[src/rtl/npc_pkg.sv]
// Shared constants and types for the nearest palette color search.
package npc_pkg;

    localparam int PALETTE_DEPTH = 256;
    localparam int IDX_W         = 8;
    localparam int CNT_W         = 9;
    localparam int COLOR_W       = 8;
    localparam int SQ_W          = 16;
    localparam int DIST_W        = 29;
    localparam int S_DATA_W      = 32;
    localparam int M_DATA_W      = 40;

    localparam logic [DIST_W-1:0] W_R_SQ = DIST_W'(29 * 29);
    localparam logic [DIST_W-1:0] W_G_SQ = DIST_W'(59 * 59);
    localparam logic [DIST_W-1:0] W_B_SQ = DIST_W'(11 * 11);

    localparam logic CMD_LOAD  = 1'b0;
    localparam logic CMD_QUERY = 1'b1;

    typedef struct packed {
        logic               valid;
        logic [IDX_W-1:0]   tag;
        logic [COLOR_W-1:0] e_red;
        logic [COLOR_W-1:0] e_green;
        logic [COLOR_W-1:0] e_blue;
        logic [COLOR_W-1:0] q_red;
        logic [COLOR_W-1:0] q_green;
        logic [COLOR_W-1:0] q_blue;
    } dist_req_t;

    typedef struct packed {
        logic              valid;
        logic [IDX_W-1:0]  tag;
        logic [DIST_W-1:0] distance;
    } dist_res_t;

endpackage

[src/rtl/npc_dist_unit.sv]
// Four-stage pipeline computing the weighted squared RGB distance of one entry.
module npc_dist_unit (
    input  logic                 clk,
    input  logic                 rst_n,
    input  npc_pkg::dist_req_t   req,
    output npc_pkg::dist_res_t   res
);

    logic [3:0] valid_reg;
    logic [npc_pkg::IDX_W-1:0] tag1_reg, tag2_reg, tag3_reg, tag4_reg;
    logic [npc_pkg::COLOR_W-1:0] dr_reg, dg_reg, db_reg;
    logic [npc_pkg::SQ_W-1:0] sr_reg, sg_reg, sb_reg;
    logic [npc_pkg::DIST_W-1:0] wr_reg, wg_reg, wb_reg;
    logic [npc_pkg::DIST_W-1:0] sum_reg;

    always_ff @(posedge clk or negedge rst_n)
    begin
        if (!rst_n)
        begin
            valid_reg <= '0;
        end
        else
        begin
            valid_reg <= {valid_reg[2:0], req.valid};
        end
    end

    always_ff @(posedge clk)
    begin
        dr_reg   <= (req.e_red > req.q_red) ? req.e_red - req.q_red : req.q_red - req.e_red;
        dg_reg   <= (req.e_green > req.q_green) ? req.e_green - req.q_green
                                                : req.q_green - req.e_green;
        db_reg   <= (req.e_blue > req.q_blue) ? req.e_blue - req.q_blue
                                              : req.q_blue - req.e_blue;
        tag1_reg <= req.tag;

        sr_reg   <= npc_pkg::SQ_W'(dr_reg) * npc_pkg::SQ_W'(dr_reg);
        sg_reg   <= npc_pkg::SQ_W'(dg_reg) * npc_pkg::SQ_W'(dg_reg);
        sb_reg   <= npc_pkg::SQ_W'(db_reg) * npc_pkg::SQ_W'(db_reg);
        tag2_reg <= tag1_reg;

        wr_reg   <= npc_pkg::DIST_W'(sr_reg) * npc_pkg::W_R_SQ;
        wg_reg   <= npc_pkg::DIST_W'(sg_reg) * npc_pkg::W_G_SQ;
        wb_reg   <= npc_pkg::DIST_W'(sb_reg) * npc_pkg::W_B_SQ;
        tag3_reg <= tag2_reg;

        sum_reg  <= wr_reg + wg_reg + wb_reg;
        tag4_reg <= tag3_reg;
    end

    assign res.valid    = valid_reg[3];
    assign res.tag      = tag4_reg;
    assign res.distance = sum_reg;

endmodule

[config.mk]
export PLATFORM = sky130hd
export DESIGN_NAME = npc_dist_unit
export DESIGN_NICKNAME = d
export VERILOG_FILES = /design/src/rtl/npc_pkg.sv /design/src/rtl/npc_dist_unit.sv
export SDC_FILE = /design/constraint.sdc
export NUM_CORES = 1
export LEC_CHECK = 0
export BUFFER_PORTS_ARGS = -buffer_cell sky130_fd_sc_hd__clkbuf_2
export CORE_AREA = 2 2 184 186
export DETAILED_ROUTE_END_ITERATION = 7
export DIE_AREA = 0 0 186 188
export GPL_TIMING_DRIVEN = 0
export HOLD_SLACK_MARGIN = 0.06
export PLACE_DENSITY = 0.87
export SETUP_SLACK_MARGIN = 0.1
export SLEW_MARGIN = 20
export SYNTH_ARGS = -nofsm -noshare
export SYNTH_HDL_FRONTEND = slang
export SYNTH_SLANG_ARGS = --single-unit
[constraint.sdc]
create_clock -name clk -period 9.23 [get_ports clk]
set_input_delay 0.4615 -clock clk [delete_from_list [all_inputs] [get_ports clk]]
set_output_delay 0.4615 -clock clk [all_outputs]
set_load 0.05 [all_outputs]
==> After elaboration in Yosys (flattened, before gate mapping) <==
Cells that the tools add are included.
{ "word_totals": {"output_inout_bits": 38, "wordCells": 35, "input_bits": 59, "register_bits": 214} }
{ "op_classes": {"n_addsub": 8, "n_mul": 6, "order_cmp": 3, "n_mux": 3} }
{ "ops": {"columns": ["op", "count"], "rows": [
  ["$mul 8x8->16", 3],
  ["$sub 8x8->8", 6],
  ["$add 26x28->29", 1],
  ["$add 29x23->29", 1],
  ["$mul 16x12->28 const B", 1],
  ["$mul 16x10->26 const B", 1],
  ["$gt 8x8->1", 3],
  ["$mux 8", 3],
  ["$mul 16x7->23 const B", 1]
]} }

==> Depth between registers and ports, before layout <==
{ "logic_depth": {"word_depth": 2, "depth_mapped": 18, "mapped_depth_nobuf": 17} }

==> Worst setup path before layout <==
OpenSTA, ideal clock, no wires.
{ "synth_timing": {"path_kind": "reg-to-reg", "from": "register dg_reg[1] (netlist name)", "to": "register sg_reg[15] (netlist name)", "required_ns": 9.110, "t_arrival_ns": 4.402, "setup_time_ns": 0.120, "path_stages_with_launch": 16, "path_slack_ns": 4.708, "synth_period_minus_slack_ns": 4.522, "path_buffers": 1, "cell_sequence": "dfxtp_1 clkbuf_1 and2_1 fa_1 inv_1 fa_1 fa_1 fa_1 inv_1 ha_1 or2_2 a21oi_1 nor3_1 a2111oi_1 a21oi_1 xnor2_1"} }
{ "synth_via": {"elab_chain_cells": 1} }
{ "synth_lines": {"columns": ["element", "line_no", "text"], "rows": [
  ["start: declaration", "npc_dist_unit.sv:11", "logic [npc_pkg::COLOR_W-1:0] dr_reg, dg_reg, db_reg;"],
  ["start signal: assignment", "npc_dist_unit.sv:31", "dg_reg <= (req.e_green > req.q_green) ? req.e_green - req.q_green"],
  ["$mul 8x8->16", "npc_dist_unit.sv:38", "sg_reg <= npc_pkg::SQ_W'(dg_reg) * npc_pkg::SQ_W'(dg_reg);"],
  ["end signal: assignment", "npc_dist_unit.sv:38", null],
  ["end: declaration", "npc_dist_unit.sv:12", "logic [npc_pkg::SQ_W-1:0] sr_reg, sg_reg, sb_reg;"]
]} }
Every way passes these cells.

==> Worst setup path in the final report <==
Same ends and word-level chain as after synthesis.

==> impl_metrics.toml <==
[routing]
vias = 15700
first_pass_iters = 5
vias_per_cell = 5.56
avgRoutedWirePerCell_um = 15.4
drt_iter0_markers = 757
ant_nets = 0
wl_mm = 43.7
drc_errors = 0

[sta]
min_period_over_period_pct = 53.4
drv_slew = 0
period_needed_ps = 4930
rsz0062_at_grt = "no"
finClkSkew_ps = 20.1
final_hold_viol_count = 0
finalSetupViolations = 0
fin_ws_ps = 4300
max_freq_ghz = 0.203
worst_pin_slew_ps = 689
slew_headroom_pct = 54.0
setup_tns_ps = 0

[final_layout]
final_core_util_pct = 70.5
stdcell_area_mm2 = 0.0233
diodes = 0
largest_register_ffs = 29
nets = 3029
syn2layout_area_growth_pct = 9.82
fill_cells = 2283
layout-drive-gt1-share_pct = 6.96

[clocking]
holdBufCountCts = 10
tritoncts = "done"
clk_latency_ps = 530
clock-root-buffer = "clkbuf_16"
cts_made_buffers = 24
post_cts_buffers = 0
cts.repair.resized = 0
cts_sinks = 208
path_clk_slew_ps = 60
clock_path_buffers = 3
htreeDepth = 1

[floorplan]
rows = 67
core_area_mm2 = 0.0331
ios = 97
initial_core_util_pct = 64.2
chipWidth_um = 186
fp.dieH_um = 188
dieArea_mm2 = 0.0350

[synthesis]
syn_inst = 2224
synth.distinct_cells = 81
synth_edf_count = 0
synth-seq-area-share_pct = 19.7
ys.flop_type = "dfxtp_1"
ys_warn_count = 0
synthArstFlopShare_pct = 1.92
ys_ff_latch = 208
syn_avg_cell_area_um2 = 9.56
synth_area_mm2 = 0.0213

[setup_path]
worst_path_most_repeated_cell = "fa_1"
path_cells = "clkbuf_1, and2_1, fa_1, inv_1, fa_1, fa_1, fa_1, inv_1, ha_1, or2_2, a21oi_1, nor3_1, a2111oi_1, a21oi_1, xnor2_1"
critPathCaptureType = "register"
cp.required_ps = 9650
path_max_fanout = 10
cp.arrival_ps = 5350
cp_num_buf_inv = 3
crit_path_start_kind = "register"
worst_path_largest_cell_delay_ps = 590
cp_slowest_cell = "a2111oi_1"
reg2reg_to = "sg_reg[15]$_DFF_P_"
r2r_cells = 15
cpLargestDelayFamily = "adder cells"
r2r_slack_ps = 4300
reg2reg_from = "dg_reg[1]$_DFF_P_"
critPathKind = "reg -> reg"

[global_route]
overflow = 0
grt_start_max_net_pins = 14
grt_pass1_vias = 16400
grt_pass1_wl_mm = 74.9
grt_use_total_pct = 25.9
antenna_found_initial = 2

[status]
outcome = "complete, no violations"

[job]
drv_cap = 0

[placed_design]
dpl_cell_area_mm2 = 0.0223
hpwl_mm = 35.5
pre_cts_ws_ps = 4300
gp_congestion = 0.907
io_buffers = 96

[worst_hold_path]
hold_start = "req[32]"
hold_path_depth = 3
worst_hold_path.endpoint = "dg_reg[0]$_DFF_P_"
worstHoldPathType = "in -> reg"
==> area by class of cell <==
cell class / instances / area [um^2] / share of cell area [%]
Sequential cell: 208 / 4180 / 17.9
Buffer: 22 / 86.3 / 0.370
Clock buffer: 31 / 698 / 2.99
Tap cell: 448 / 561 / 2.40
Inverter: 452 / 1700 / 7.27
Timing Repair Buffer: 106 / 581 / 2.49
Clock inverter: 13 / 203 / 0.868
Multi-Input combinational cell: 1554 / 15300 / 65.7
==> cell usage in the layout (no fill, tap or decap), drive strengths merged, types with 13 or more instances in the layout <==
| cell | n |
|---|---|
| inv | 452 |
| ha | 373 |
| fa | 229 |
| dfxtp | 204 |
| clkbuf | 147 |
| a21oi | 96 |
| xnor2 | 85 |
| nand2 | 84 |
| nor2 | 70 |
| o21ai | 70 |
| and2 | 64 |
| a21o | 51 |
| nor3 | 43 |
| xor2 | 38 |
| nor2b | 32 |
| o21a | 25 |
| nand3 | 24 |
| a211oi | 19 |
| o21bai | 17 |
| nand2b | 14 |
| conb | 14 |
| nand4 | 13 |
| and3 | 13 |
==> cells in the mapped netlist (13+ instances only) <==
master	instances	area, um^2
nor2b_1	32	200
nand2_1	84	315
and2_1	63	394
xnor2_1	85	744
o21bai_1	17	128
nand3_1	24	120
xor2_1	38	333
a211oi_1	17	128
o21ai_1	17	85.1
nand2b_1	14	87.6
fa_1	229	4580
o21ai_0	53	265
inv_1	452	1700
nor3_1	43	215
a21o_1	49	368
o21a_1	25	188
clkbuf_1	20	75.1
nand4_1	13	81.3
dfxtp_1	204	4080
ha_1	373	4670
a21oi_1	95	475
nor2_1	70	263
==> tightest hold or removal path, stage by stage <==
cell and delay (ps):
clkbuf_2 90, ha_1 140, inv_1 40
==> stage by stage <==
stage          hold slack [ps]  std cells
3_5_place_dp               268       2780
2_1_floorplan              166       2236
6_report                   260       2834
4_1_cts                    246       2834
3_3_place_gp               264       2780
5_1_grt                    265       2834
==> layer usage <==
metal  wire length (um)  GRT usage (%)
met5                  0              0
met2              22300           47.3
met4               1240           7.18
met1              18400           31.9
met3               1720           2.85
==> cells by family after synthesis <==
family / share of synthesized area [%]
AND/OR/NAND/NOR: 10.4
multiplexers: 0.494
other: 0.0353
flip-flops: 19.7
XOR/XNOR: 5.07
buffers and inverters: 8.39
AO/OA/AOI/OAI: 12.4
adder cells (fa/ha/maj): 43.5
==> worst max path at each step <==
stage,start,to,cells past startpoint
after global routing,dg_reg[5]$_DFF_P_,sg_reg[15]$_DFF_P_,16
after global placement,dg_reg[1]$_DFF_P_,sg_reg[15]$_DFF_P_,15
after floorplan,dg_reg[1]$_DFF_P_,sg_reg[15]$_DFF_P_,15
after CTS,dg_reg[1]$_DFF_P_,sg_reg[15]$_DFF_P_,15
final,dg_reg[1]$_DFF_P_,sg_reg[15]$_DFF_P_,15
after detailed placement,dg_reg[1]$_DFF_P_,sg_reg[15]$_DFF_P_,15
Power is left out: the tool's default activity adds up to more than one toggle a clock period on the data nets, which glitch-free logic cannot reach.
